`src/sv/nsg_pkg.sv`:
```
// ----------------------------------------------------------------------------
// nsg_pkg
// Shared types, codes and the note period table of the step generator.
// ----------------------------------------------------------------------------
package nsg_pkg;

	localparam int TIME_IN_W = 32;
	localparam int NOTE_W    = 7;
	localparam int PERIOD_W  = 17;
	localparam int WIN_W     = 20;
	localparam int LOCK_W    = 24;
	localparam int ROM_DEPTH = 128;
	localparam int S_DATA_W  = 40;
	localparam int S_USER_W  = 2;
	localparam int M_DATA_W  = 8;
	localparam int CFG_AW    = 4;
	localparam int CFG_DW    = 32;

	// item kinds
	typedef logic [1:0] op_t;
	localparam op_t OP_TICK     = 2'd0;
	localparam op_t OP_NOTE_ON  = 2'd1;
	localparam op_t OP_NOTE_OFF = 2'd2;

	// register indexes (paddr[3:2])
	typedef logic [1:0] reg_idx_t;
	localparam reg_idx_t REG_LIMIT_PERIOD = 2'd0;
	localparam reg_idx_t REG_LIMIT_HALF   = 2'd1;
	localparam reg_idx_t REG_LOCKOUT      = 2'd2;

	localparam logic [WIN_W-1:0]  RST_LIMIT_PERIOD = 20'd10000;
	localparam logic [WIN_W-1:0]  RST_LIMIT_HALF   = 20'd5000;
	localparam logic [LOCK_W-1:0] RST_LOCKOUT      = 24'd500000;

	typedef enum logic [2:0] {
		ST_IDLE,
		ST_DECODE,
		ST_WAIT_STEP,
		ST_WAIT_WIN,
		ST_APPLY,
		ST_DONE
	} state_t;

	typedef struct packed {
		logic load_item;
		logic start_step;
		logic start_win;
		logic cap_step;
		logic cap_win;
		logic apply;
		logic load_out;
	} ctrl_cmd_t;

	typedef struct packed {
		logic tick_active;
		logic win_zero;
		logic rem_done;
		logic out_free;
	} ctrl_sts_t;

	typedef logic [PERIOD_W-1:0] rom_t [ROM_DEPTH];

	function automatic logic [PERIOD_W-1:0] base_period(input logic [3:0] semi);
		logic [PERIOD_W-1:0] b;
		case (semi)
			4'd0:    b = 17'd122312;
			4'd1:    b = 17'd115447;
			4'd2:    b = 17'd108967;
			4'd3:    b = 17'd102851;
			4'd4:    b = 17'd97079;
			4'd5:    b = 17'd91630;
			4'd6:    b = 17'd86487;
			4'd7:    b = 17'd81633;
			4'd8:    b = 17'd77051;
			4'd9:    b = 17'd72727;
			4'd10:   b = 17'd68645;
			4'd11:   b = 17'd64792;
			default: b = '0;
		endcase
		return b;
	endfunction

	// Floored period of each note: base of the semitone halved once per octave
	function automatic rom_t build_rom();
		rom_t r;
		logic [3:0] semi;
		logic [3:0] oct;
		semi = '0;
		oct  = '0;
		for (int i = 0; i < ROM_DEPTH; i++) begin
			r[i] = base_period(semi) >> oct;
			if (semi == 4'd11) begin
				semi = '0;
				oct  = oct + 4'd1;
			end else begin
				semi = semi + 4'd1;
			end
		end
		return r;
	endfunction

	localparam rom_t PERIOD_ROM = build_rom();

endpackage

```
`src/sv/nsg_rem.sv`:
```
// ----------------------------------------------------------------------------
// nsg_rem
// Restoring remainder unit, one dividend bit per cycle.
// ----------------------------------------------------------------------------
module nsg_rem #(
	parameter int TIME_WIDTH = 32
) (
	input  logic                          clk,
	input  logic                          arst_n,
	input  logic                          start,
	input  logic [TIME_WIDTH-1:0]         dividend,
	input  logic [nsg_pkg::WIN_W-1:0]     divisor,
	output logic                          done,
	output logic [nsg_pkg::WIN_W-1:0]     rem
);
	import nsg_pkg::*;

	localparam int CNT_W = $clog2(TIME_WIDTH + 1);

	logic [TIME_WIDTH-1:0] a_q;
	logic [WIN_W-1:0]      d_q;
	logic [WIN_W-1:0]      rem_q;
	logic [CNT_W-1:0]      cnt_q;
	logic                  busy_q;
	logic                  done_q;
	logic [WIN_W:0]        trial;
	logic [WIN_W:0]        diff;
	logic [WIN_W-1:0]      rem_next;

	always_comb begin
		trial = {rem_q, a_q[TIME_WIDTH-1]};
		diff  = trial - {1'b0, d_q};
		if (trial >= {1'b0, d_q}) begin
			rem_next = diff[WIN_W-1:0];
		end else begin
			rem_next = trial[WIN_W-1:0];
		end
	end

	always_ff @(posedge clk or negedge arst_n) begin
		if (!arst_n) begin
			busy_q <= 1'b0;
			done_q <= 1'b0;
			cnt_q  <= '0;
		end else begin
			done_q <= 1'b0;
			if (start) begin
				busy_q <= 1'b1;
				cnt_q  <= CNT_W'(TIME_WIDTH);
			end else if (busy_q) begin
				cnt_q <= cnt_q - CNT_W'(1);
				if (cnt_q == CNT_W'(1)) begin
					busy_q <= 1'b0;
					done_q <= 1'b1;
				end
			end
		end
	end

	always_ff @(posedge clk) begin
		if (start) begin
			a_q   <= dividend;
			d_q   <= divisor;
			rem_q <= '0;
		end else if (busy_q) begin
			a_q   <= a_q << 1;
			rem_q <= rem_next;
		end
	end

	assign done = done_q;
	assign rem  = rem_q;

	// the controller never restarts a division in flight
	a_no_restart: assert property (@(posedge clk) disable iff (!arst_n)
		start |-> !busy_q)
		else $error("remainder restarted while busy");

endmodule

```
`src/sv/nsg_dp.sv`:
```
// ----------------------------------------------------------------------------
// nsg_dp
// Datapath: item register, tone and limit state, remainder unit, output.
// ----------------------------------------------------------------------------
module nsg_dp #(
	parameter int NOTE_COUNT = 128,
	parameter int TIME_WIDTH = 32
) (
	input  logic                          clk,
	input  logic                          arst_n,
	input  nsg_pkg::ctrl_cmd_t            cmd,
	output nsg_pkg::ctrl_sts_t            sts,
	input  logic [nsg_pkg::S_DATA_W-1:0]  in_data,
	input  logic [nsg_pkg::S_USER_W-1:0]  in_user,
	input  logic [nsg_pkg::WIN_W-1:0]     limit_check_period,
	input  logic [nsg_pkg::WIN_W-1:0]     limit_check_half,
	input  logic [nsg_pkg::LOCK_W-1:0]    reverse_lockout,
	output logic                          out_valid,
	input  logic                          out_ready,
	output logic [nsg_pkg::M_DATA_W-1:0]  out_data
);
	import nsg_pkg::*;

	// item register
	op_t                   op_q;
	logic [TIME_WIDTH-1:0] t_q;
	logic [NOTE_W-1:0]     note_q;
	logic                  closed_q;

	// tone and limit state
	logic [PERIOD_W-1:0]   period_q;
	logic [PERIOD_W-1:0]   half_q;
	logic                  step_q;
	logic                  phase_q;
	logic [TIME_WIDTH-1:0] lockout_q;
	logic                  dir_q;
	logic                  en_q;

	// per-tick intermediates
	logic                  step_new_q;
	logic                  phase_new_q;

	// result register
	logic                  out_valid_q;
	logic [2:0]            out_q;

	logic [WIN_W-1:0]      rem;
	logic                  rem_done;
	logic [WIN_W-1:0]      divisor;
	logic [PERIOD_W-1:0]   rom_period;
	logic [TIME_WIDTH-1:0] lock_sum;
	logic                  flip;

	assign divisor = cmd.start_win ? limit_check_period : WIN_W'(period_q);

	nsg_rem #(
		.TIME_WIDTH(TIME_WIDTH)
	) u_rem (
		.clk      (clk),
		.arst_n   (arst_n),
		.start    (cmd.start_step | cmd.start_win),
		.dividend (t_q),
		.divisor  (divisor),
		.done     (rem_done),
		.rem      (rem)
	);

	always_comb begin
		if ({1'b0, note_q} < 8'(NOTE_COUNT)) begin
			rom_period = PERIOD_ROM[note_q];
		end else begin
			rom_period = '0;
		end
		lock_sum = t_q + TIME_WIDTH'(reverse_lockout);
		flip     = phase_new_q && !phase_q && (t_q > lockout_q) && closed_q;
	end

	assign sts.tick_active = (op_q == OP_TICK) && (period_q != '0);
	assign sts.win_zero    = (limit_check_period == '0);
	assign sts.rem_done    = rem_done;
	assign sts.out_free    = !out_valid_q || out_ready;

	always_ff @(posedge clk) begin
		if (cmd.load_item) begin
			op_q     <= in_user;
			t_q      <= TIME_WIDTH'(in_data[31:0]);
			note_q   <= in_data[38:32];
			closed_q <= in_data[39];
		end
		if (cmd.cap_step) begin
			step_new_q <= (rem <= WIN_W'(half_q));
		end
		if (cmd.cap_win) begin
			if (limit_check_period == '0) begin
				phase_new_q <= (t_q <= TIME_WIDTH'(limit_check_half));
			end else begin
				phase_new_q <= (rem <= limit_check_half);
			end
		end
		if (cmd.load_out) begin
			out_q <= {en_q, dir_q, step_q};
		end
	end

	always_ff @(posedge clk or negedge arst_n) begin
		if (!arst_n) begin
			period_q    <= '0;
			half_q      <= '0;
			step_q      <= 1'b0;
			phase_q     <= 1'b0;
			lockout_q   <= '0;
			dir_q       <= 1'b0;
			en_q        <= 1'b0;
			out_valid_q <= 1'b0;
		end else begin
			if (cmd.apply) begin
				case (op_q)
					OP_NOTE_ON: begin
						en_q      <= 1'b1;
						period_q  <= rom_period;
						half_q    <= rom_period >> 1;
						step_q    <= 1'b0;
						phase_q   <= 1'b0;
						lockout_q <= '0;
					end
					OP_NOTE_OFF: begin
						en_q      <= 1'b0;
						period_q  <= '0;
						half_q    <= '0;
						step_q    <= 1'b0;
						phase_q   <= 1'b0;
						lockout_q <= '0;
					end
					OP_TICK: begin
						if (period_q != '0) begin
							step_q  <= step_new_q;
							phase_q <= phase_new_q;
							if (flip) begin
								dir_q     <= !dir_q;
								lockout_q <= lock_sum;
							end
						end
					end
					default: begin
					end
				endcase
			end
			if (cmd.load_out) begin
				out_valid_q <= 1'b1;
			end else if (out_ready) begin
				out_valid_q <= 1'b0;
			end
		end
	end

	assign out_valid = out_valid_q;
	assign out_data  = M_DATA_W'(out_q);

	a_half_tracks: assert property (@(posedge clk) disable iff (!arst_n)
		half_q == (period_q >> 1))
		else $error("half period out of step with period");

	a_silent_when_off: assert property (@(posedge clk) disable iff (!arst_n)
		!en_q |-> (period_q == '0))
		else $error("period set while disabled");

endmodule

```
`src/sv/nsg_ctrl.sv`:
```
// ----------------------------------------------------------------------------
// nsg_ctrl
// Sequencer: accepts an item, runs the remainders of a tick, commits, emits.
// ----------------------------------------------------------------------------
module nsg_ctrl (
	input  logic               clk,
	input  logic               arst_n,
	input  logic               in_valid,
	output logic               in_ready,
	input  nsg_pkg::ctrl_sts_t sts,
	output nsg_pkg::ctrl_cmd_t cmd
);
	import nsg_pkg::*;

	state_t state_q;
	state_t state_d;

	always_ff @(posedge clk or negedge arst_n) begin
		if (!arst_n) begin
			state_q <= ST_IDLE;
		end else begin
			state_q <= state_d;
		end
	end

	always_comb begin
		state_d  = state_q;
		cmd      = '0;
		in_ready = 1'b0;
		unique case (state_q)
			ST_IDLE: begin
				in_ready = 1'b1;
				if (in_valid) begin
					cmd.load_item = 1'b1;
					state_d       = ST_DECODE;
				end
			end
			ST_DECODE: begin
				if (sts.tick_active) begin
					cmd.start_step = 1'b1;
					state_d        = ST_WAIT_STEP;
				end else begin
					state_d = ST_APPLY;
				end
			end
			ST_WAIT_STEP: begin
				if (sts.rem_done) begin
					cmd.cap_step = 1'b1;
					if (sts.win_zero) begin
						cmd.cap_win = 1'b1;
						state_d     = ST_APPLY;
					end else begin
						cmd.start_win = 1'b1;
						state_d       = ST_WAIT_WIN;
					end
				end
			end
			ST_WAIT_WIN: begin
				if (sts.rem_done) begin
					cmd.cap_win = 1'b1;
					state_d     = ST_APPLY;
				end
			end
			ST_APPLY: begin
				cmd.apply = 1'b1;
				state_d   = ST_DONE;
			end
			ST_DONE: begin
				if (sts.out_free) begin
					cmd.load_out = 1'b1;
					state_d      = ST_IDLE;
				end
			end
			default: begin
				state_d = ST_IDLE;
			end
		endcase
	end

endmodule

```
`src/sv/note_stepper_step_generator_core.sv`:
```
// ----------------------------------------------------------------------------
// note_stepper_step_generator_core
// Stepper tone generator: note items set the step period, tick items update
// step level and limit-switch driven direction.
// ----------------------------------------------------------------------------
//
//  channel   direction  handshake                  payload
//  s_axis    in         s_axis_tvalid/tready       tuser: operation
//                                                  tdata: time_us, note, limit_closed
//  m_axis    out        m_axis_tvalid/tready       tdata: step_level, direction, enable
//  apb       in         psel/penable/pwrite/pready paddr, pwdata, prdata
//
// Sequence: a note item or an idle tick passes from accept through decode
// and apply to the result. An active tick runs the shared bit-serial
// remainder unit twice (time mod step period, then time mod window
// length); one pass when the window length is zero. Reset clears all
// tone state and loads register defaults.
// A result waits in the output register while the next item is accepted;
// a stalled output holds the sequencer only at its final step.
// ----------------------------------------------------------------------------
module note_stepper_step_generator_core #(
	parameter int NOTE_COUNT = 128,
	parameter int TIME_WIDTH = 32
) (
	input  logic                          clk,
	input  logic                          arst_n,
	// input items
	input  logic                          s_axis_tvalid,
	output logic                          s_axis_tready,
	// [31:0] time_us, [38:32] note, [39] limit_closed
	input  logic [nsg_pkg::S_DATA_W-1:0]  s_axis_tdata,
	// [1:0] operation
	input  logic [nsg_pkg::S_USER_W-1:0]  s_axis_tuser,
	// result items
	output logic                          m_axis_tvalid,
	input  logic                          m_axis_tready,
	// [0] step_level, [1] direction, [2] enable
	output logic [nsg_pkg::M_DATA_W-1:0]  m_axis_tdata,
	// configuration
	input  logic                          psel,
	input  logic                          penable,
	input  logic                          pwrite,
	input  logic [nsg_pkg::CFG_AW-1:0]    paddr,
	input  logic [nsg_pkg::CFG_DW-1:0]    pwdata,
	output logic [nsg_pkg::CFG_DW-1:0]    prdata,
	output logic                          pready
);
	import nsg_pkg::*;

	logic [WIN_W-1:0]  limit_period_q;
	logic [WIN_W-1:0]  limit_half_q;
	logic [LOCK_W-1:0] lockout_len_q;
	logic              cfg_wr;
	reg_idx_t          cfg_idx;
	ctrl_cmd_t         cmd;
	ctrl_sts_t         sts;

	// Register file: write on the access phase; pready never stalls
	assign pready  = 1'b1;
	assign cfg_wr  = psel && penable && pwrite;
	assign cfg_idx = paddr[3:2];

	always_ff @(posedge clk or negedge arst_n) begin
		if (!arst_n) begin
			limit_period_q <= RST_LIMIT_PERIOD;
			limit_half_q   <= RST_LIMIT_HALF;
			lockout_len_q  <= RST_LOCKOUT;
		end else if (cfg_wr) begin
			unique case (cfg_idx)
				REG_LIMIT_PERIOD: limit_period_q <= pwdata[WIN_W-1:0];
				REG_LIMIT_HALF:   limit_half_q   <= pwdata[WIN_W-1:0];
				REG_LOCKOUT:      lockout_len_q  <= pwdata[LOCK_W-1:0];
				default: begin
				end
			endcase
		end
	end

	// Read back: unmapped offsets return zero
	always_comb begin
		unique case (cfg_idx)
			REG_LIMIT_PERIOD: prdata = CFG_DW'(limit_period_q);
			REG_LIMIT_HALF:   prdata = CFG_DW'(limit_half_q);
			REG_LOCKOUT:      prdata = CFG_DW'(lockout_len_q);
			default:          prdata = '0;
		endcase
	end

	nsg_ctrl u_ctrl (
		.clk      (clk),
		.arst_n   (arst_n),
		.in_valid (s_axis_tvalid),
		.in_ready (s_axis_tready),
		.sts      (sts),
		.cmd      (cmd)
	);

	nsg_dp #(
		.NOTE_COUNT (NOTE_COUNT),
		.TIME_WIDTH (TIME_WIDTH)
	) u_dp (
		.clk                (clk),
		.arst_n             (arst_n),
		.cmd                (cmd),
		.sts                (sts),
		.in_data            (s_axis_tdata),
		.in_user            (s_axis_tuser),
		.limit_check_period (limit_period_q),
		.limit_check_half   (limit_half_q),
		.reverse_lockout    (lockout_len_q),
		.out_valid          (m_axis_tvalid),
		.out_ready          (m_axis_tready),
		.out_data           (m_axis_tdata)
	);

	// one item in flight: ready drops right after an accept
	a_one_in_flight: assert property (@(posedge clk) disable iff (!arst_n)
		(s_axis_tvalid && s_axis_tready) |=> !s_axis_tready)
		else $error("item accepted while another is in work");

	// a new result never overwrites one that was not taken
	a_no_overwrite: assert property (@(posedge clk) disable iff (!arst_n)
		cmd.load_out |-> (!m_axis_tvalid || m_axis_tready))
		else $error("result register overwritten");

endmodule
```
`config.mk`:
```
export PLATFORM = sky130hd
export DESIGN_NAME = note_stepper_step_generator_core
export DESIGN_NICKNAME = d
export VERILOG_FILES = /design/src/sv/nsg_pkg.sv /design/src/sv/nsg_rem.sv /design/src/sv/nsg_dp.sv /design/src/sv/nsg_ctrl.sv /design/src/sv/note_stepper_step_generator_core.sv
export SDC_FILE = /design/constraint.sdc
export NUM_CORES = 1
export LEC_CHECK = 0
export ABC_AREA = 1
export BUFFER_PORTS_ARGS = -buffer_cell sky130_fd_sc_hd__buf_2
export CORE_MARGIN = 2
export CORE_UTILIZATION = 45
export DETAILED_ROUTE_END_ITERATION = 6
export SYNTH_ARGS = -nofsm -noshare
export SYNTH_HDL_FRONTEND = slang
export SYNTH_HIERARCHICAL = 1
export SYNTH_SLANG_ARGS = --single-unit
```
`constraint.sdc`:
```
create_clock -name clk -period 5 [get_ports clk]
set_input_delay 0.5 -clock clk [delete_from_list [all_inputs] [get_ports clk]]
set_output_delay 0.5 -clock clk [all_outputs]
set_load 0.005 [all_outputs]
```
Yosys cells after proc, flatten, opt, wreduce, memory -nomap -nowiden --
Memory sizes are Yosys's and may differ from the RTL's. Index checks and enable logic that the tools add are counted. Widths: inputs -> output; s select.
Storage, ports and cells: register bits after elaboration 265, ROM bits 2176, output and inout bits 43, logic and storage cells 131, memories kept 1
Memory list:
- (no name shown) | words 128, bits a word 17, rd ports 1, clocked after memory_dff 0, wr ports 0, line nsg_dp.sv:70 | rom_period = PERIOD_ROM[note_q];
Cells by class: add/subtract/negate cells 3, order comparisons 6, eq/ne operators 16, multiplexer cells 49, bitwise logic cells 2, reduce and logical (&&, ||, !) cells 28
Operator list (count):
- $mux 32 | 4
- $pmux 24 s3 | 1
- $pmux 17 s2 | 2
- $pmux 32 s2 | 1
- $mux 17 | 3
- $add 32x24->32 | 1
- $gt 32x32->1 | 1
- $le 32x20->1 | 1
- $mux 1 | 22
- $ge 21x20->1 | 1
- $mux 3 | 7
- $le 20x17->1 | 1
- $le 20x20->1 | 1
- $logic_not 20->1 | 1
- $mux 20 | 1
- $sub 20x20->20 | 1
- $pmux 3 s6 | 1
- $reduce_bool 17->1 | 1
- $mux 6 | 2
- $reduce_and 4->1 | 3
- $ge 8x8->1 const B | 1
- $not 7->8 | 1
- $pmux 1 s2 | 4
- $reduce_and 2->1 | 4
- 19 further kinds | 38

Logic depth before layout (Yosys ltp) --
depth after elaboration 7, depth in mapped cells 19, depth with buffers taken out 18

Hierarchy --
The synthesis kept the hierarchy.
Modules (own cells, without submodules):
- nsg_dp | times used 1, cells an instance 1512, area an instance 10073.4 µm², seq. area each 2762.6 µm²
- nsg_rem | times used 1, cells an instance 617, area an instance 4779.6 µm², seq. area each 2162.1 µm²
- note_stepper_step_generator_core | times used 1, cells an instance 391, area an instance 2992.9 µm², seq. area each 1622.8 µm²
- nsg_ctrl | times used 1, cells an instance 50, area an instance 290.3 µm², seq. area each 75.1 µm²

Worst setup path before layout --
OpenSTA, ideal clock, no wires.
path kind register to register, start register u_ctrl.state_q[0], end register u_dp.closed_q (enable), data arrival time 3.547 ns, path slack 0.960 ns, stages on the path, launching flop included 4, buffers on the path 0, cell sequence dfrtp_1 > nor2_1 > inv_1 > nor3_1
RTL lines:
- start: declaration | line nsg_ctrl.sv:15 | state_t state_q;
- start signal: assignment | line nsg_ctrl.sv:22 | state_q <= state_d;
- end signal: assignment | line nsg_dp.sv:88 | closed_q <= in_data[39];
- end: declaration | line nsg_dp.sv:28 | logic closed_q;

==> results.json <==
{
  "post_drt_wl_per_cell_microns": 17.3,
  "cts_made_buffers": 30,
  "rows": 73,
  "synth_mux_area_frac": 0.00110,
  "peakVddDrop_v": 0.000261,
  "grt_antenna_before_repair": 1,
  "synth_seq_cells": 248,
  "core_sq_mm": 0.0397,
  "rsz0062_at_grt": "no",
  "synth_cell_types": 58,
  "die_x_microns": 205,
  "fin_crit_ns": 3.61,
  "synthAdderAreaFrac": 0.102,
  "synth_edf_count": 99,
  "viasPerCell": 5.25,
  "grtUsageTotal": 0.263,
  "p_clk_frac": 0.405,
  "dieArea_sq_mm": 0.0419,
  "clkLatencyLatePin_ns": 0.58,
  "synth_area_leaders": "nand2_1 21%, edfxtp_1 16%, dfrtp_1 15%, ha_1 10%, inv_1 7.2%",
  "start_util": 0.456,
  "remaining_drc_errors": 0,
  "worst_slack_ns": 1.39,
  "htree_levels": 1,
  "hold_slack_ns": 0.0203,
  "finClkSkew_ns": 0.0162,
  "io_pins": 128,
  "crit_slowest_cell": "clkinv_1",
  "grt_pass1_vias": 15690,
  "place_congestion": 0.954,
  "synthSimpleGateAreaFrac": 0.339,
  "finalPower_mw": 5.49,
  "place_ws_ns": 1.44,
  "synth_largest_area_cell": "nand2_1",
  "reg2regPathDepth": 11,
  "p_int_mw": 3.87,
  "synth_ff_type": "dfrtp_1",
  "routed_wl_microns": 55100,
  "status": "finished clean",
  "synth-compound-area-share": 0.0740,
  "startpoint_type": "flop",
  "portBuffers": 103,
  "dpl.hpwl_microns": 42300,
  "critPathCaptureType": "flop",
  "cpMostUsedCell": "nand2_1",
  "power_frac_seq": 0.430,
  "fin_area_sq_mm": 0.0199,
  "reg2reg_to": "u_dp/u_rem/a_q[25]",
  "ys_seq_area_frac": 0.365,
  "worst_slew_pin_slew_ns": 1.07,
  "synthTopCellsByCount": "1010 x nand2_1, 349 x inv_1, 169 x nand3_1",
  "firstDrtPassIters": 6,
  "post_cts_buffers": 0,
  "hold_viol": 0,
  "grt_max_degree": 92,
  "setup_viol": 0,
  "max_stage_delay_ns": 0.96,
  "drive_gt1_frac": 0.0961,
  "nets": 2873,
  "synth_top_area_frac": 0.209,
  "synthXorXnorAreaFrac": 0.0111,
  "report.final.slew_viol_count": 0,
  "r2r-start": "limit_period_q[13]",
  "critPathMaxFanout": 38,
  "slew_headroom": 0.280,
  "cp_cell_sequence": "nor2_1 > nand2_1 > nor4_1 > nand4_1 > inv_1 > nor3_2 > buf_4 > or2_2 > clkinv_1 > nand2_1 > nand2_1",
  "cts_tree": "done",
  "switching_share": 0.295,
  "via_count": 16739,
  "combPwrFrac": 0.165,
  "syn_avg_cell_area_sq_um": 7.06,
  "cp.required_ns": 5.32,
  "die-height_microns": 205,
  "syn_to_final_growth_pct": 9.93,
  "finalSetupTns_ns": 0,
  "timing.fmax_ghz": 0.277,
  "maxCapViolations": 0,
  "dp_cells": 3134,
  "overflow": 0,
  "powerDensity_mw_per_mm2": 275,
  "postSynth.asyncResetShare": 0.520,
  "critPathKind": "flop to flop",
  "final_cells": 3191,
  "ant_nets": 0,
  "drt_iter0_markers": 1542,
  "syn-cell-area_sq_mm": 0.0181,
  "hold_path_class": "input pin to asynchronous set/reset pin",
  "p_leak_nw": 10.3,
  "grt_pass1_wl_microns": 86700,
  "cts_num_sinks": 248,
  "place_area_sq_mm": 0.0189,
  "yosysWarnings": 6,
  "syn_inst": 2570,
  "p_switching_mw": 1.62,
  "r2r_slack_ns": 1.39,
  "synth_top_family_by_area": "simple AND/OR/NAND/NOR gates",
  "clk_pin_slew_ns": 0.06,
  "cts_resized": 0,
  "timing.final.crit_share": 0.723,
  "ctsHoldBuffers": 0,
  "worstPathArrival_ns": 3.94,
  "cts_root_buf": "clkbuf_16",
  "fin_util": 0.502,
  "synth.most_common_cell": "nand2_1",
  "cts_buffer_depth": 3
}
## cells in the final DEF (no fill, tap or decap), types with 9 or more instances in the layout
| master | Yosys | routed |
|---|---|---|
| ha_1 | 145 | 145 |
| nor2_1 | 127 | 126 |
| o211ai_1 | 11 | 11 |
| nor3_1 | 15 | 13 |
| nand3_1 | 169 | 169 |
| nand2_1 | 1010 | 1010 |
| dfstp_2 | 17 | 17 |
| inv_1 | 349 | 349 |
| nand4_1 | 47 | 47 |
| buf_2 | 22 | 102 |
| conb_1 | 3 | 14 |
| o21ai_0 | 92 | 92 |
| clkbuf_8 | 0 | 11 |
| nor2_2 | 12 | 13 |
| dfxtp_1 | 20 | 20 |
| xor2_1 | 15 | 15 |
| nand3_2 | 10 | 10 |
| clkbuf_16 | 0 | 32 |
| inv_2 | 14 | 14 |
| o21ai_1 | 9 | 9 |
| nand3b_1 | 18 | 18 |
| buf_4 | 21 | 14 |
| edfxtp_1 | 99 | 99 |
| dfrtp_1 | 112 | 112 |
| nand2_2 | 13 | 13 |
| a21oi_1 | 90 | 90 |
## state kept, by name, indices dropped and copies added (netlist names), 20 cells and up
name,flops
limit_half_q,20
limit_period_q,20
u_dp/lockout_q,32
u_dp/u_rem/a_q,32
lockout_len_q,24
u_dp/t_q,32
u_dp/u_rem/d_q,20
u_dp/u_rem/rem,20
## logic make-up after synthesis
logic type / after synthesis
simple gates: 1452
buf+inv: 454
flops: 248
compound gates: 241
fa+ha+maj: 147
xor+xnor: 23
other cells: 3
mux: 2
## worst max-delay path, delay by kind of cell, from the launching register on
kind,cells,cell delay (ns)
buf+inv,3,1.44
flops,1,0.56
simple gates,8,1.32
## area by class of cell
| cell class | count | area, sq um |
|---|---|---|
| fillers | 4051 | 19800 |
| multi-input cells | 1879 | 9630 |
| flip-flops and latches | 248 | 6620 |
| inverters | 365 | 1370 |
| clock buffers | 48 | 971 |
| well taps | 525 | 657 |
| repair buffers | 117 | 627 |
| clock inverters | 8 | 60.1 |
| diodes | 1 | 2.50 |
## worst max-delay path by stage
stage / start / to / slack, ns / depth (start not counted)
after floorplan: u_ctrl/state_q[0] / u_dp/closed_q / 0.96 / 3
after global placement: limit_period_q[13] / u_dp/u_rem/a_q[1] / 1.54 / 11
after detailed placement: limit_period_q[4] / u_dp/u_rem/a_q[29] / 1.44 / 11
after CTS: limit_period_q[13] / u_dp/u_rem/a_q[29] / 1.43 / 11
after global routing: limit_period_q[13] / u_dp/u_rem/a_q[27] / 1.13 / 11
final: limit_period_q[13] / u_dp/u_rem/a_q[25] / 1.39 / 11
## power groups by stage
stage	Sequential, mW	Clock [mW]	Combinational [mW]
after floorplan	2.35	0	0.596
after global placement	2.39	0	0.869
after detailed placement	2.40	0	0.885
after CTS	2.36	2.27	0.892
after global routing	2.38	2.34	1.03
final	2.36	2.22	0.906
## layer usage
| metal | GRT usage | part of all wire | vias up |
|---|---|---|---|
| met5 | 0 | 0 | - |
| met4 | 0.0481 | 0.016 | 0 |
| met3 | 0.0409 | 0.072 | 53 |
| met2 | 0.399 | 0.42 | 545 |
| met1 | 0.397 | 0.49 | 7831 |
| li1 | - | - | 8310 |
(Power assumes the default switching activity.)
